--- config.mk ---
export PLATFORM = sky130hd
export DESIGN_NAME = elapsed_time_text_parser_core_flat
export DESIGN_NICKNAME = d
export VERILOG_FILES = /design/src/rtl/core/etp_pkg.sv /design/src/rtl/core/etp_char_if.sv /design/src/rtl/core/etp_time_if.sv /design/src/rtl/core/elapsed_time_text_parser_core.sv /design/src/flat_wrapper.sv
export SDC_FILE = /design/constraint.sdc
export NUM_CORES = 1
export LEC_CHECK = 0
export BUFFER_PORTS_ARGS = -buffer_cell sky130_fd_sc_hd__buf_2
export CORE_ASPECT_RATIO = 1.25
export CORE_MARGIN = 5
export CORE_UTILIZATION = 55
export DETAILED_ROUTE_END_ITERATION = 16
export PLACE_DENSITY = 0.72
export SYNTH_ARGS = -nofsm -noshare
export SYNTH_HDL_FRONTEND = slang
export SYNTH_SLANG_ARGS = --single-unit
--- constraint.sdc ---
create_clock -name clk_i -period 11.2 [get_ports clk_i]
set_input_delay 2.24 -clock clk_i [delete_from_list [all_inputs] [get_ports clk_i]]
set_output_delay 2.24 -clock clk_i [all_outputs]
set_load 0.05 [all_outputs]
--- src/rtl/core/etp_pkg.sv ---
// ----------------------------------------------------------------------------
// etp_pkg
// Shared widths, character codes and keyword table for the elapsed time
// text parser.
// ----------------------------------------------------------------------------
`default_nettype none

package etp_pkg;

  // payload widths
  localparam int unsigned CharW   = 8;
  localparam int unsigned TotalW  = 31;

  // longest days field accepted in front of a dash or blank
  localparam int unsigned MAX_DAY_DIGITS = 5;
  // the leading run must still be able to hold a two digit hours field
  localparam int unsigned LeadMax = (MAX_DAY_DIGITS < 2) ? 2 : MAX_DAY_DIGITS;

  // internal field widths
  localparam int unsigned DayW    = 15;
  localparam int unsigned LeadW   = 17;
  localparam int unsigned IdxW    = 3;
  localparam int unsigned FieldW  = 7;
  localparam int unsigned HmsW    = 19;
  localparam int unsigned DaySecW = 32;

  localparam int unsigned DayMax     = 32767;
  localparam int unsigned SecPerDay  = 86400;
  localparam int unsigned SecPerHour = 3600;
  localparam int unsigned SecPerMin  = 60;

  // character codes
  localparam logic [CharW-1:0] ChrSpace = 8'h20;
  localparam logic [CharW-1:0] ChrTab   = 8'h09;
  localparam logic [CharW-1:0] ChrCr    = 8'h0D;
  localparam logic [CharW-1:0] ChrZero  = 8'h30;
  localparam logic [CharW-1:0] ChrNine  = 8'h39;
  localparam logic [CharW-1:0] ChrColon = 8'h3A;
  localparam logic [CharW-1:0] ChrDash  = 8'h2D;

  localparam int unsigned KwLen = 4;

  // letters of the keyword "days"
  function automatic logic [CharW-1:0] kw_char(input logic [1:0] idx);
    logic [CharW-1:0] ch;
    unique case (idx)
      2'd0:    ch = 8'h64;
      2'd1:    ch = 8'h61;
      2'd2:    ch = 8'h79;
      default: ch = 8'h73;
    endcase
    return ch;
  endfunction

endpackage

`default_nettype wire

--- src/rtl/core/etp_char_if.sv ---
// ----------------------------------------------------------------------------
// etp_char_if
// Character stream channel: one text character and a last marker per
// transaction.
// ----------------------------------------------------------------------------
`default_nettype none

interface etp_char_if;
  logic                        valid;
  logic                        ready;
  logic [etp_pkg::CharW-1:0]   char_code;
  logic                        is_last;

  modport source (output valid, output char_code, output is_last, input ready);
  modport sink   (input valid, input char_code, input is_last, output ready);
endinterface

`default_nettype wire

--- src/rtl/core/etp_time_if.sv ---
// ----------------------------------------------------------------------------
// etp_time_if
// Result channel: total seconds and status per transaction.
// ----------------------------------------------------------------------------
`default_nettype none

interface etp_time_if;
  logic                        valid;
  logic                        ready;
  logic [etp_pkg::TotalW-1:0]  total_seconds;
  logic                        status;

  modport source (output valid, output total_seconds, output status, input ready);
  modport sink   (input valid, input total_seconds, input status, output ready);
endinterface

`default_nettype wire

--- src/rtl/core/elapsed_time_text_parser_core.sv ---
// ----------------------------------------------------------------------------
// elapsed_time_text_parser_core
// Parses "D days HH:MM:SS", "D-HH:MM:SS" or "HH:MM:SS" one character at a
// time and returns the total number of seconds.
// ----------------------------------------------------------------------------
// Usage:
//   char_i carries one character per transaction, is_last marks the end of
//   a text. Every character is taken in the cycle it is offered as long as
//   the result pipeline has room, so one character per cycle is sustained.
//   result_o carries exactly one transaction per text: total_seconds and a
//   status bit (1 for bad syntax, incomplete text or overflow, with zero
//   seconds). The parse state sits in registers updated on each accepted
//   character; the last character moves the fields into a three register
//   pipeline (field capture, days multiply, final add and range check).
//   After a last character the parser starts afresh on the next one.
//   When result_o is stalled the pipeline fills; char_i.ready drops only
//   when all three stages hold a result, so up to three texts can finish
//   while the receiver waits.
//   Reset clears the parse state and all valid flags; the block is ready
//   as soon as reset is released.
// ----------------------------------------------------------------------------
`default_nettype none

module elapsed_time_text_parser_core (
  input  logic           clk_i,
  input  logic           rst_ni,
  etp_char_if.sink       char_i,
  etp_time_if.source     result_o
);

  typedef enum logic [3:0] {
    PH_LEAD_WS,
    PH_LEAD,
    PH_KW_WS,
    PH_KW,
    PH_AFTER_KW,
    PH_HOUR_WS,
    PH_HOUR1,
    PH_COLON1,
    PH_MIN0,
    PH_MIN1,
    PH_COLON2,
    PH_SEC0,
    PH_SEC1,
    PH_DONE
  } phase_e;

  typedef struct packed {
    logic [etp_pkg::DayW-1:0]   day;
    logic [etp_pkg::FieldW-1:0] hour;
    logic [etp_pkg::FieldW-1:0] minute;
    logic [etp_pkg::FieldW-1:0] second;
    logic                       bad;
  } fields_t;

  // parse state
  phase_e                       phase_q, phase_d;
  logic                         err_q, err_d;
  logic [etp_pkg::DayW-1:0]     day_q, day_d;
  logic [etp_pkg::LeadW-1:0]    lead_q, lead_d;
  logic [etp_pkg::IdxW-1:0]     didx_q, didx_d;
  logic [etp_pkg::IdxW-1:0]     kidx_q, kidx_d;
  logic [etp_pkg::FieldW-1:0]   hour_q, hour_d;
  logic [etp_pkg::FieldW-1:0]   min_q, min_d;
  logic [etp_pkg::FieldW-1:0]   sec_q, sec_d;

  // result pipeline
  logic                         s1_valid_q, s1_valid_d;
  fields_t                      s1_q, s1_d;
  logic                         s1_load;
  logic                         s2_valid_q, s2_valid_d;
  logic [etp_pkg::DaySecW-1:0]  s2_daysec_q;
  logic [etp_pkg::HmsW-1:0]     s2_hms_q;
  logic                         s2_bad_q;
  logic                         out_valid_q, out_valid_d;
  logic [etp_pkg::TotalW-1:0]   out_total_q;
  logic                         out_status_q;

  logic                         out_free, s2_free, s1_free;
  logic                         char_acc;
  logic [etp_pkg::CharW-1:0]    ch;
  logic                         ch_blank, ch_digit;
  logic [3:0]                   digit;
  logic [etp_pkg::LeadW+3:0]    lead_x10;
  logic [etp_pkg::FieldW+3:0]   hour_x10, min_x10, sec_x10;
  logic [etp_pkg::HmsW-1:0]     hms_c;
  logic [etp_pkg::DaySecW:0]    sum_c;
  logic                         status_c;

  assign out_free = !out_valid_q || result_o.ready;
  assign s2_free  = !s2_valid_q || out_free;
  assign s1_free  = !s1_valid_q || s2_free;

  assign char_i.ready = s1_free;
  assign char_acc     = char_i.valid && s1_free;

  assign ch       = char_i.char_code;
  assign ch_blank = (ch == etp_pkg::ChrSpace) || (ch >= etp_pkg::ChrTab && ch <= etp_pkg::ChrCr);
  assign ch_digit = (ch >= etp_pkg::ChrZero) && (ch <= etp_pkg::ChrNine);
  assign digit    = ch[3:0];

  // times ten as shift and add
  assign lead_x10 = {lead_q, 3'b000} + {2'b00, lead_q, 1'b0} + {17'd0, digit};
  assign hour_x10 = {hour_q, 3'b000} + {2'b00, hour_q, 1'b0} + {7'd0, digit};
  assign min_x10  = {min_q, 3'b000} + {2'b00, min_q, 1'b0} + {7'd0, digit};
  assign sec_x10  = {sec_q, 3'b000} + {2'b00, sec_q, 1'b0} + {7'd0, digit};

  always_comb begin
    phase_d = phase_q;
    err_d   = err_q;
    day_d   = day_q;
    lead_d  = lead_q;
    didx_d  = didx_q;
    kidx_d  = kidx_q;
    hour_d  = hour_q;
    min_d   = min_q;
    sec_d   = sec_q;
    s1_load = 1'b0;
    s1_d    = s1_q;

    if (char_acc) begin
      if (!err_q) begin
        unique case (phase_q)
          PH_LEAD_WS: begin
            if (ch_digit) begin
              lead_d  = {13'd0, digit};
              didx_d  = 3'd1;
              phase_d = PH_LEAD;
            end else if (!ch_blank) begin
              err_d = 1'b1;
            end
          end
          PH_LEAD: begin
            if (ch_digit) begin
              if (32'(didx_q) >= etp_pkg::LeadMax) begin
                err_d = 1'b1;
              end else begin
                lead_d = lead_x10[etp_pkg::LeadW-1:0];
                didx_d = didx_q + 3'd1;
              end
            end else if (ch == etp_pkg::ChrColon) begin
              if (didx_q == 3'd2) begin
                hour_d  = lead_q[etp_pkg::FieldW-1:0];
                phase_d = PH_MIN0;
              end else begin
                err_d = 1'b1;
              end
            end else if ((ch == etp_pkg::ChrDash || ch_blank) &&
                         32'(didx_q) <= etp_pkg::MAX_DAY_DIGITS) begin
              if (32'(lead_q) > etp_pkg::DayMax) err_d = 1'b1;
              else day_d = lead_q[etp_pkg::DayW-1:0];
              phase_d = (ch == etp_pkg::ChrDash) ? PH_HOUR_WS : PH_KW_WS;
            end else begin
              err_d = 1'b1;
            end
          end
          PH_KW_WS: begin
            if (ch == etp_pkg::kw_char(2'd0)) begin
              kidx_d  = 3'd1;
              phase_d = PH_KW;
            end else if (!ch_blank) begin
              err_d = 1'b1;
            end
          end
          PH_KW: begin
            if (32'(kidx_q) < etp_pkg::KwLen && ch == etp_pkg::kw_char(kidx_q[1:0])) begin
              kidx_d = kidx_q + 3'd1;
              if (32'(kidx_d) == etp_pkg::KwLen) phase_d = PH_AFTER_KW;
            end else begin
              err_d = 1'b1;
            end
          end
          PH_AFTER_KW: begin
            if (ch_blank) phase_d = PH_HOUR_WS;
            else err_d = 1'b1;
          end
          PH_HOUR_WS: begin
            if (ch_digit) begin
              hour_d  = {3'd0, digit};
              phase_d = PH_HOUR1;
            end else if (!ch_blank) begin
              err_d = 1'b1;
            end
          end
          PH_HOUR1: begin
            if (ch_digit) begin
              hour_d  = hour_x10[etp_pkg::FieldW-1:0];
              phase_d = PH_COLON1;
            end else begin
              err_d = 1'b1;
            end
          end
          PH_COLON1, PH_COLON2: begin
            if (ch == etp_pkg::ChrColon) begin
              phase_d = (phase_q == PH_COLON1) ? PH_MIN0 : PH_SEC0;
            end else begin
              err_d = 1'b1;
            end
          end
          PH_MIN0: begin
            if (ch_digit) begin
              min_d   = {3'd0, digit};
              phase_d = PH_MIN1;
            end else begin
              err_d = 1'b1;
            end
          end
          PH_MIN1: begin
            if (ch_digit) begin
              min_d   = min_x10[etp_pkg::FieldW-1:0];
              phase_d = PH_COLON2;
            end else begin
              err_d = 1'b1;
            end
          end
          PH_SEC0: begin
            if (ch_digit) begin
              sec_d   = {3'd0, digit};
              phase_d = PH_SEC1;
            end else begin
              err_d = 1'b1;
            end
          end
          PH_SEC1: begin
            if (ch_digit) begin
              sec_d   = sec_x10[etp_pkg::FieldW-1:0];
              phase_d = PH_DONE;
            end else begin
              err_d = 1'b1;
            end
          end
          PH_DONE: begin
            // trailing text is ignored
          end
          default: begin
            err_d = 1'b1;
          end
        endcase
      end

      if (char_i.is_last) begin
        s1_load     = 1'b1;
        s1_d.day    = day_d;
        s1_d.hour   = hour_d;
        s1_d.minute = min_d;
        s1_d.second = sec_d;
        s1_d.bad    = err_d || (phase_d != PH_DONE);
        phase_d = PH_LEAD_WS;
        err_d   = 1'b0;
        day_d   = '0;
        lead_d  = '0;
        didx_d  = '0;
        kidx_d  = '0;
        hour_d  = '0;
        min_d   = '0;
        sec_d   = '0;
      end
    end
  end

  // valid flags of the result pipeline
  always_comb begin
    s1_valid_d  = s1_free ? s1_load : s1_valid_q;
    s2_valid_d  = s2_free ? s1_valid_q : s2_valid_q;
    out_valid_d = out_free ? s2_valid_q : out_valid_q;
  end

  always_ff @(posedge clk_i or negedge rst_ni) begin
    if (!rst_ni) begin
      phase_q     <= PH_LEAD_WS;
      err_q       <= 1'b0;
      day_q       <= '0;
      lead_q      <= '0;
      didx_q      <= '0;
      kidx_q      <= '0;
      hour_q      <= '0;
      min_q       <= '0;
      sec_q       <= '0;
      s1_valid_q  <= 1'b0;
      s2_valid_q  <= 1'b0;
      out_valid_q <= 1'b0;
    end else begin
      phase_q     <= phase_d;
      err_q       <= err_d;
      day_q       <= day_d;
      lead_q      <= lead_d;
      didx_q      <= didx_d;
      kidx_q      <= kidx_d;
      hour_q      <= hour_d;
      min_q       <= min_d;
      sec_q       <= sec_d;
      s1_valid_q  <= s1_valid_d;
      s2_valid_q  <= s2_valid_d;
      out_valid_q <= out_valid_d;
    end
  end

  assign hms_c = etp_pkg::HmsW'(s1_q.hour) * etp_pkg::HmsW'(etp_pkg::SecPerHour)
               + etp_pkg::HmsW'(s1_q.minute) * etp_pkg::HmsW'(etp_pkg::SecPerMin)
               + etp_pkg::HmsW'(s1_q.second);

  assign sum_c    = {1'b0, s2_daysec_q} + (etp_pkg::DaySecW + 1)'(s2_hms_q);
  // anything at or above 2^31 is out of range
  assign status_c = s2_bad_q || (|sum_c[etp_pkg::DaySecW:etp_pkg::TotalW]);

  always_ff @(posedge clk_i) begin
    if (s1_free && s1_load) begin
      s1_q <= s1_d;
    end
    if (s2_free && s1_valid_q) begin
      s2_daysec_q <= etp_pkg::DaySecW'(s1_q.day) * etp_pkg::DaySecW'(etp_pkg::SecPerDay);
      s2_hms_q    <= hms_c;
      s2_bad_q    <= s1_q.bad;
    end
    if (out_free && s2_valid_q) begin
      out_total_q  <= status_c ? '0 : sum_c[etp_pkg::TotalW-1:0];
      out_status_q <= status_c;
    end
  end

  assign result_o.valid         = out_valid_q;
  assign result_o.total_seconds = out_total_q;
  assign result_o.status        = out_status_q;

endmodule

`default_nettype wire

--- src/flat_wrapper.sv ---
// flat-port wrapper written by rule: the top's interface ports become plain ports
module elapsed_time_text_parser_core_flat 
  (clk_i, rst_ni, char_i_valid, char_i_char_code, char_i_is_last, char_i_ready, result_o_valid, result_o_total_seconds, result_o_status, result_o_ready);
  etp_char_if char_i_i ();
  etp_time_if result_o_i ();
  input  logic clk_i;
  input  logic rst_ni;
  input wire logic [$bits(char_i_i.valid)-1:0] char_i_valid;
  input wire logic [$bits(char_i_i.char_code)-1:0] char_i_char_code;
  input wire logic [$bits(char_i_i.is_last)-1:0] char_i_is_last;
  output wire logic [$bits(char_i_i.ready)-1:0] char_i_ready;
  output wire logic [$bits(result_o_i.valid)-1:0] result_o_valid;
  output wire logic [$bits(result_o_i.total_seconds)-1:0] result_o_total_seconds;
  output wire logic [$bits(result_o_i.status)-1:0] result_o_status;
  input wire logic [$bits(result_o_i.ready)-1:0] result_o_ready;
  assign char_i_i.valid = char_i_valid;
  assign char_i_i.char_code = char_i_char_code;
  assign char_i_i.is_last = char_i_is_last;
  assign char_i_ready = char_i_i.ready;
  assign result_o_valid = result_o_i.valid;
  assign result_o_total_seconds = result_o_i.total_seconds;
  assign result_o_status = result_o_i.status;
  assign result_o_i.ready = result_o_ready;
  elapsed_time_text_parser_core u_core (.clk_i(clk_i), .rst_ni(rst_ni), .char_i(char_i_i), .result_o(result_o_i));
endmodule
[Word level (Yosys, flattened, before mapping)]
Cells that the tools add are included.
Storage, ports and cells
  bits in registers: 181
  word-level logic and storage cells: 190
  bits of input ports: 13
  output and inout bits: 34
Operators by class
  equal/unequal tests: 29
  $add $sub $neg: 13
  multiply operators: 3
  reductions and logical operators: 29
  multiplexer cells: 86
  magnitude comparators: 8
Operator list (number)
  $mux 15: 7
  $mux 7: 15
  $mux 17: 5
  $mux 4: 19
  $pmux 4 s12: 1
  $pmux 17 s2: 1
  $add 32x19->33: 1
  $mux 3: 10
  $pmux 7 s2: 2
  $mul 15x10->25 const B: 1
  $eq 4x4->1 const B: 6
  $eq 8x6->1 const B: 3
  $mux 8: 3
  $add 7x4->7: 3
  $add 7x7->7: 3
  $pmux 7 s3: 1
  $add 19x13->19: 1
  $add 19x7->19: 1
  $add 17x17->17: 1
  $add 17x4->17: 1
  $gt 17x15->1 const B: 1
  $mux 1: 17
  $eq 4x3->1 const B: 4
  $mul 7x8->15 const B: 1
  other kinds (36): 60

[Longest topological paths before layout]
Gate-level depths: netlist of the first run.
  depth after elaboration: 14
  gate-level depth with buffers: 20
  gate-level depth less buffers: 20

[Worst setup path after synthesis of the first run]
Ideal clock, no wire load.
  kind: input to output
  start: input result_o_ready
  end: output char_i_ready
  slack: 6.122 ns
  data required time: 8.960 ns
  buffers on the path: 0
  stages: 1
  arrival time: 2.838 ns
  cells stage by stage: nand4b_1
On the way
  cells in the longest elaborated chain, start to end: 3
Ends and longest elaborated chain
  start, declared: line flat_wrapper.sv:15  | input wire logic [$bits(result_o_i.ready)-1:0] result_o_ready;
  $logic_or 1x1->1: line elapsed_time_text_parser_core.sv:90  | assign out_free = !out_valid_q || result_o.ready;
  $logic_or 1x1->1: line elapsed_time_text_parser_core.sv:91  | assign s2_free = !s2_valid_q || out_free;
  $logic_or 1x1->1: line elapsed_time_text_parser_core.sv:92  | assign s1_free = !s1_valid_q || s2_free;
  end, declared: line flat_wrapper.sv:11  | output wire logic [$bits(char_i_i.ready)-1:0] char_i_ready;
Every way passes these cells.

[Worst setup path in the final report of the first run]
Same ends and word-level chain as after synthesis.

==> metrics.txt, run 1 <==
status complete, no violations; Via density 5.67; fin crit period 5.28 ns; DR WL/cell 15.4 um; Avg Cell Area, Syn approximately 10 um^2; Initial DRC Count 563; Rows 66; Mapped Nets 1727; WL met1 ~13000 um; # resized after CTS 0; depth of the most critical reg-to-reg path 18; post-route ant nets 0; vias 10300; Yosys reg bits roughly 180; RSZ-0062 raised after global routing no; worst slew margin relative to its limit between 20% and 30%; CP max stage cell nand4b_1; most frequent CP cell buf_2; die height about 190 um; Static Leakage 7.37 nW; buffers and inverters on the worst path 2; Filler Cell Count 2214; Hold WS 0.480 ns; setup TNS 0 ns; DR WL met3 1050 um; vias in the first global route 10400; Max VDD drop between 100 and 150 uV; CP cell instances buf_2 -> nand4b_1 -> buf_2; Combinational Power Share a little over a third; all-layer global routing usage 19.8%; actual slew at the worst max-slew pin 1.11 ns; Total Die Area 29900 um^2; period utilisation layout 47.1%; startpoint types input pin; port buffer count 46; CP delay by family, top buffers and inverters; Post-CTS Setup Bufs 0; Die Wd 156 um; Pwr Total 0.00229 W; crit path DAT 3.04 ns; NumNets Final 1759; Crit. End Element output port; WL final 28100 um; worst r2r dst u_core.s2_daysec_q[31]$_DFFE_PP_; Antenna Cells 0; crit-path max FO 4; cts-stage hold buffer count 0; Initial Utilization 55.8%; internal power 0.00146 W; clk sinks about 180; worst skew pair latency around 0.44 ns; gr ovfl total 0; synth unique cells just over 70; worst hold path cell count 1; final hold violations 0; Main synth FF type edfxtp_1; largest net degree at the start of global routing between 60 and 70; CTS clk-pin slew, worst paths 0.07 ns; Hold Path End u_core.s2_valid_q$_DFFE_PN0P_; Highest Signal Layer met4; # setup viols final 0; crit-path max cell delay roughly 0.36 ns; TritonCTS Buffers 17; Layout area overhead 7.53%; htree depth 4; Critical Path RT 8.96 ns; initial antenna violation count 0; clock share of power about 25%; EDFF count, synth 114; Ys Warns 0; core region area 26100 um^2; ranking of synthesized cells by area edfxtp_1, ha_1, dfrtp_1, fa_1, inv_1; post-synthesis sequential area ratio 35.0%; first-pass GRT wire length between 40000 and 50000 um; DRC 0; Worst Setup Path Type in -> out; post-synthesis cell area around 15000 um^2; worst r2r src u_core.s1_q[25]$_DFFE_PP_; Max clock buf depth 2; final std cells w/o fill 1824; fmax 189 MHz; 1st-pass router iterations 6; top-area cell type share of the netlist area 23.5%; Hold Path Class reg -> reg; I/O pins 47; Post-Synthesis Cells approximately 1400; HP Start u_core.s1_valid_q$_DFFE_PN0N_; Sw Share 36.4%; dpl hpwl between 20000 and 25000 um; fraction of layout cells with a size suffix above 1 7.28%; WL met2 about 14000 um; Pwr Density 146 nW/um^2; Final Wtd Congestion 0.890; max-cap viol count 0; Flop pwr share between 30 and 40%; R2R setup slack roughly 6.1 ns; cell taking the most area after synthesis edfxtp_1; CTS tree yes; clock root cell clkbuf_16; Psw slightly above 0.0008 W; fin. max-slew vios 0; Cells after DPL 1792; clock skew 0.0157 ns; ys async rst share 37.0%
[worst register-to-register path: stages, from the launching register on]
cell,delay (ns)
edfxtp_1,0.47
ha_1,0.32
inv_1,0.07
fa_1,0.51
inv_1,0.05
fa_1,0.45
ha_1,0.30
inv_1,0.05
fa_1,0.49
inv_1,0.04
ha_1,0.33
and2_1,0.17
o21ai_0,0.14
o31ai_1,0.12
o31ai_1,0.56
nor3_1,0.16
or3_1,0.36
a21oi_1,0.18
xnor2_1,0.07
[cell usage after synthesis, types with 31 or more instances]
library cell and count:
ha_1 218, inv_1 168, edfxtp_1 114, nor2_1 110
nand2_1 98, o21ai_0 73, dfrtp_1 67, xnor2_1 65
fa_1 57, a21oi_1 56, nor3_1 32, a21o_1 31
xor2_1 31
[power by group through the flow]
stage	logic [W]	registers (W)	clock network, W
after floorplan	0.000662	0.000880	0
after global placement	0.000808	0.000896	0
after detailed placement	0.000829	0.000898	0
after CTS	0.000839	0.000884	0.000575
after global routing	0.000959	0.000894	0.000600
final	0.000836	0.000884	0.000566
[area by class of cell]
type	count	area (um^2)	area share, %
Multi-Input combinational cell	1050	8680	55.4
Clock inverter	9	71.3	0.455
Timing Repair Buffer	53	283	1.81
Sequential cell	181	5100	32.6
Inverter	168	631	4.03
Tap cell	340	425	2.72
Clock buffer	23	478	3.05
[worst max-delay path by stage]
| stage | startpoint | endpoint | slack, ns | cells after the start |
|---|---|---|---|---|
| 2_1_floorplan | result_o_ready | char_i_ready | 6.12 | 1 |
| 3_3_place_gp | result_o_ready | char_i_ready | 5.94 | 3 |
| 3_5_place_dp | char_i_char_code[3] | u_core.lead_q[16]$_DFFE_PN0P_ | 5.93 | 12 |
| 4_1_cts | result_o_ready | char_i_ready | 5.94 | 3 |
| 5_1_grt | u_core.s1_q[23]$_DFFE_PP_ | u_core.s2_daysec_q[31]$_DFFE_PP_ | 5.70 | 18 |
| 6_report | result_o_ready | char_i_ready | 5.92 | 3 |
[cells by family (layout without fill, tap and decap cells)]
family,Yosys count,count (layout),share of synthesized area [%]
simple gates,340,340,10.9
compound gates,319,319,14.7
fa+ha+maj,275,275,26.6
buf+inv,208,253,5.45
flops,181,181,35.0
xor+xnor,96,96,5.77
mux,20,20,1.52
[per-stage QoR]
step / utilization, % / setup WS, ns / cell area, um^2
floorplan: - / 6.12 / 14600
global placement: 57.9 / 5.94 / 15100
detailed placement: 57.9 / 5.93 / 15100
CTS: 60.0 / 5.94 / 15700
global route: 60.0 / 5.70 / 15700
finish: 60.0 / 5.92 / 15700
[cell usage in the layout (no fill, tap or decap), drive strengths merged, types with 6 or more instances in the layout]
cell type	netlist	layout
ha	218	218
inv	168	172
edfxtp	114	114
nor2	110	110
nand2	99	99
o21ai	84	84
dfrtp	67	67
xnor2	65	65
fa	57	57
a21oi	56	56
buf	11	53
nor3	32	32
a21o	31	31
xor2	31	31
a22o	28	28
nand3	23	23
clkbuf	29	23
a22oi	18	18
mux2	17	17
nand2b	14	14
a211oi	14	14
o21bai	13	13
o31ai	13	13
o21a	12	12
nand4	10	10
and2	9	9
nor2b	8	8
and3	8	8
or3	6	6
a31oi	6	6
[routing by layer]
layer | vias to the layer above | track usage, %
met5 | - | 0
met4 | 0 | 7.07
met3 | 39 | 2.88
met2 | 225 | 34.2
met1 | 4924 | 25.4
li1 | 5160 | -
[sequential cells by signal, summed over array words and instances (netlist names)]
name / flops
u_core.s1_q: 37
u_core.result_o.total_seconds: 31
u_core.s2_daysec_q: 25
u_core.s2_hms_q: 19
u_core.lead_q: 17
u_core.day_q: 15
u_core.hour_q: 7
u_core.min_q: 7
u_core.sec_q: 7
u_core.phase_q: 4
u_core.didx_q: 3
u_core.kidx_q: 3
u_core.err_q: 1
u_core.result_o.status: 1
u_core.result_o.valid: 1
u_core.s1_valid_q: 1
u_core.s2_bad_q: 1
u_core.s2_valid_q: 1
No activity file was read; power rests on OpenSTA's default activity.
==> inputs of run 2 (changes only) <==
Clock period 11.2 ns to 5.2 ns, I/O delays scaled along.
==> run 2 against run 1 <==
  * Clock power grew 130%
  * Combinational power grew 120%
  * Critical path depth grew 12
  * Sequential power grew 120%
  * First-iteration DRC count shrank 6.6%
  * Worst setup slack lost 5.6 ns
  * Critical endpoint is now u_core.s2_hms_q[17]$_DFFE_PP_
==> metrics.txt, run 2 (synthesized netlist as in run 1, its figures left out) <==
clock skew between 0.01 and 0.015 ns; dpl hpwl 22200 um; final hold violations 0; final std cells w/o fill 1827; NumNets Final 1762; Pwr Density around 320 nW/um^2; Static Leakage 7.40 nW; most frequent cells in the layout ha_1, inv_1, edfxtp_1, nor2_1, nand2_1; first-pass GRT wire length 49700 um; Layout area overhead 7.95%; DRC 0; CTS clk-pin slew, worst paths 0.07 ns; Worst Setup Path Type reg -> reg; Rows between 60 and 70; gr ovfl total 0; largest net degree at the start of global routing 47; fin. max-slew vios 0; Initial Utilization between 50% and 60%; htree depth 4; Pwr Total between 0.005 and 0.006 W; Via density 5.69; max FFs per register 37; # resized after CTS 0; max-cap viol count 0; area taken by multi-input logic gates 8670 um^2; Critical Path RT ~5.4 ns; setup TNS 0 ns; most common cell after layout, fill and taps aside ha_1; Cells after DPL 1795; Initial DRC Count ~530; CTS tree yes; I/O pins 47; crit-path max FO 3; startpoint types register; status complete, no violations; # setup viols final 0; all-layer global routing usage 20.2%; Max VDD drop between 200 and 250 uV; Filler Cell Count 2186; Register Area 5100 um^2; crit path DAT between 5 and 6 ns; vias in the first global route 10500; fraction of layout cells with a size suffix above 1 under 10%; WL final 28800 um; Final Wtd Congestion 0.878; vias 10400; Crit. End Element register; fmax slightly above 200 MHz; worst skew pair latency 0.44 ns; Biggest register u_core.s1_q; Die Wd 156 um; RSZ-0062 raised after global routing no; Max clock buf depth 2; actual slew at the worst max-slew pin 1.01 ns; fin crit period 4.89 ns; initial antenna violation count 0; Total Die Area 29900 um^2; DR WL/cell 15.8 um; TritonCTS Buffers 17; die height 192 um; Hold Path Class reg -> reg; clk sinks 181; worst slew margin relative to its limit 32.8%; 1st-pass router iterations 5; clock root cell clkbuf_16; core region area ~26000 um^2; post-route ant nets 0; cts-stage hold buffer count 0; Post-CTS Setup Bufs 0; port buffer count between 40 and 50; period utilisation layout 94.1%; Antenna Cells 0
## run 2: cell count changes in the layout (fill, tap and decap cells not counted), moves of 2 or more
| cell | before | now |
|---|---|---|
| inv_6 | 1 | 5 |
| buf_4 | 7 | 10 |
| clkbuf_1 | 3 | 0 |
| clkbuf_8 | 3 | 0 |
| inv_4 | 2 | 0 |
| inv_8 | 1 | 3 |
## run 2: metal layers
layer | vias up | GRT usage, % | routed length (um)
li1 | 5168 | - | -
met1 | 4968 | 26.0 | 12800
met2 | 212 | 35.5 | 14400
met3 | 47 | 2.23 | 1010
met4 | 0 | 6.74 | 634
met5 | - | 0 | 0
## run 2: worst max-delay path: stages, from the launching register on
cell and delay (ns):
edfxtp_1 0.45, fa_1 0.60, fa_1 0.46, fa_1 0.49, inv_1 0.05, fa_1 0.47
inv_1 0.04, ha_1 0.33, a21o_1 0.20, a21oi_1 0.24, nor2b_1 0.09, o21a_1 0.20
o41a_1 0.38, a41o_1 0.29, o21ai_0 0.24, xnor2_1 0.10
## run 2: stage by stage
stage                     utilization, %  hold WS (ns)  setup slack (ns)  area [um^2]
after floorplan                        -         0.400             0.504        14600
after global placement              58.0         0.405             0.469        15100
after detailed placement            58.0         0.416             0.345        15100
after CTS                           60.3         0.433             0.315        15700
after global routing                60.3         0.451            0.0603        15700
final                               60.3         0.428             0.307        15700
## run 2: final timing paths
check | cells after the start | slack [ns] | endpoint | from
setup / recovery | 15 | 0.31 | u_core.s2_hms_q[17]$_DFFE_PP_ | u_core.s1_q[8]$_DFFE_PP_
hold / removal | 0 | 0.43 | u_core.s2_hms_q[0]$_DFFE_PP_ | u_core.s1_q[1]$_DFFE_PP_
setup reg to reg | 15 | 0.31 | u_core.s2_hms_q[17]$_DFFE_PP_ | u_core.s1_q[8]$_DFFE_PP_
hold reg to reg | 0 | 0.43 | u_core.s2_hms_q[0]$_DFFE_PP_ | u_core.s1_q[1]$_DFFE_PP_
max in group asynchronous | 2 | 3.54 | u_core.lead_q[14]$_DFFE_PN0P_ | rst_ni
min in group asynchronous | 1 | 0.65 | u_core.min_q[4]$_DFFE_PN0P_ | rst_ni
## run 2: power breakdown
| group | internal, W | switching, W |
|---|---|---|
| combinational | 0.000757 | 0.00107 |
| sequential | 0.00173 | 0.000181 |
| clock | 0.000684 | 0.000605 |
## run 2: area by class of cell
type                       instances  share of cell area, %
clock buffer                      17                   2.71
clock inverter                    15                   1.04
inverter                         168                   4.01
multi-input combinational       1050                   55.2
sequential                       181                   32.4
tap                              340                   2.71
timing repair buffer              56                   1.94
==> inputs of run 3 (changes only) <==
Settings changed: CORE_UTILIZATION 55 to 40, PLACE_DENSITY 0.72 to 0.55.
==> run 3 against run 2 <==
  * Non-clock buffer count is 2 higher
  * First-iteration DRC count fell by 4.6%
  * Cell count rose by 7.8%
  * Die area up 35%
  * Maximum frequency increased by 0.32%
  * Flip-flop and latch count stayed put
  * Sequential share of layout area shrank 0.32 points
  * Sequential power barely moved
  * Clock-buffer cell count increased by 5
  * Worst setup slack improved by 0.015 ns
==> metrics.txt, run 3 (synthesized netlist as in run 1, its figures left out) <==
1st-pass router iterations 5; vias in the first global route around 10000; Initial Utilization 40.3%; crit-path max cell delay 0.51 ns; depth of the most critical reg-to-reg path 19; crit-path max FO 4; NumNets Final 1764; CP cell instances ha_1 -> inv_1 -> fa_1 -> inv_1 -> fa_1 -> ha_1 -> inv_1 -> fa_1 -> inv_1 -> ha_1 -> and2_1 -> o21ai_0 -> o31ai_1 -> o31ai_1 -> buf_4 -> nor3_1 -> or3_1 -> a21oi_1 -> xnor2_1; WL final ~30000 um; Hold Path End u_core.s2_hms_q[0]$_DFFE_PP_; worst hold path cell count 0; R2R setup slack 0.32 ns; DRC 0; most frequent CP cell inv_1; Initial DRC Count 502; Antenna Cells 0; # setup viols final 0; all-layer global routing usage between 15 and 20%; Worst Setup Path Type reg -> reg; die height 223 um; Hold Path Class reg -> reg; Pwr Density 311 nW/um^2; vias 10300; fin. max-slew vios 0; largest net degree at the start of global routing 46; startpoint types register; Filler Cell Count roughly 3500; Psw 0.00180 W; Total Die Area roughly 40000 um^2; setup TNS 0 ns; internal power around 0.0031 W; Die Wd between 150 and 200 um; cts-stage hold buffer count 0; Rows 78; actual slew at the worst max-slew pin 1.14 ns; initial antenna violation count 0; Biggest register u_core.s1_q; Static Leakage between 7 and 8 nW; clock skew 0.0128 ns; htree depth 4; CTS tree yes; core region area about 36000 um^2; port buffer count 46; clk sinks 181; fmax 205 MHz; Post-CTS Setup Bufs 0; CTS clk-pin slew, worst paths roughly 0.070 ns; RSZ-0062 raised after global routing no; buffers and inverters on the worst path 5; Sw Share 36.3%; worst skew pair latency between 0.4 and 0.5 ns; I/O pins 47; post-route ant nets 0; status complete, no violations; most frequent cells in the layout ha_1, inv_1, edfxtp_1, nor2_1, nand2_1; Via density between 5 and 6; CP max stage cell fa_1; Final Wtd Congestion 0.835; clock share of power approximately 25%; DR WL/cell 15.2 um; Flop pwr share 38.7%; gr ovfl total 0; crit path DAT 5.06 ns; dpl hpwl 23400 um; final hold violations 0; TritonCTS Buffers 17; max-cap viol count 0; fin crit period around 4.9 ns; Critical Path RT ~5.4 ns; max FFs per register 37; Max VDD drop 233 uV; period utilisation layout 93.8%; Combinational Power Share 36.5%; Max clock buf depth 2; fraction of layout cells with a size suffix above 1 7.59%; Hold WS 0.435 ns; first-pass GRT wire length 51900 um; HP Start u_core.s1_q[1]$_DFFE_PP_; worst r2r src u_core.s1_q[23]$_DFFE_PP_; worst slew margin relative to its limit 23.4%; Layout area overhead 9.01%; worst r2r dst u_core.s2_daysec_q[31]$_DFFE_PP_; most common cell after layout, fill and taps aside ha_1; Crit. End Element register; CP delay by family, top adder cells; clock root cell clkbuf_16; # resized after CTS 0
[run 3: worst max-delay path by stage]
stage                         startpoint                                to  slack [ns]  cells after the start
2_1_floorplan  u_core.s1_q[23]$_DFFE_PP_  u_core.s2_daysec_q[31]$_DFFE_PP_        0.50                     18
3_3_place_gp   u_core.s1_q[23]$_DFFE_PP_  u_core.s2_daysec_q[31]$_DFFE_PP_        0.44                     19
3_5_place_dp   u_core.s1_q[23]$_DFFE_PP_  u_core.s2_daysec_q[31]$_DFFE_PP_        0.32                     19
4_1_cts        u_core.s1_q[23]$_DFFE_PP_  u_core.s2_daysec_q[31]$_DFFE_PP_        0.30                     19
5_1_grt        u_core.s1_q[23]$_DFFE_PP_  u_core.s2_daysec_q[31]$_DFFE_PP_        0.03                     19
6_report       u_core.s1_q[23]$_DFFE_PP_  u_core.s2_daysec_q[31]$_DFFE_PP_        0.32                     19
[run 3: cell type report]
cell class,instances,area (um^2),share of cell area [%]
multi-input combinational,1050,8670,54.6
clock buffer,22,484,3.05
timing repair buffer,58,320,2.02
inverter,168,631,3.97
sequential,181,5100,32.1
tap,480,601,3.78
clock inverter,10,70.1,0.441
[run 3: power by group through the flow]
| stage | Clock (W) | Sequential [W] | Combinational, W |
|---|---|---|---|
| after floorplan | 0 | 0.00190 | 0.00143 |
| after global placement | 0 | 0.00194 | 0.00178 |
| after detailed placement | 0 | 0.00194 | 0.00181 |
| after global routing | 0.00131 | 0.00193 | 0.00207 |
| final | 0.00122 | 0.00191 | 0.00180 |
| after CTS | 0.00126 | 0.00191 | 0.00182 |
[run 3: layer usage]
metal	wire length [um]	part of all wire, %	up-vias	track usage (%)
met5	0	0	-	0
met4	646	2.2	0	5.03
met3	809	2.7	44	2.09
met2	14700	49	150	27.0
met1	13800	46	4904	19.7
li1	-	-	5177	-
[run 3: through the flow]
stage                     area (um^2)  cells  setup WS, ns  util [%]  total power [W]
after floorplan                 14600   1439         0.504         -          0.00332
after global placement          15300   1937         0.436      42.4          0.00372
after detailed placement        15300   1937         0.322      42.4          0.00375
after CTS                       15900   1969         0.304      44.0          0.00499
after global routing            15900   1969        0.0295      44.0          0.00532
final                           15900   1969         0.323      44.0          0.00494
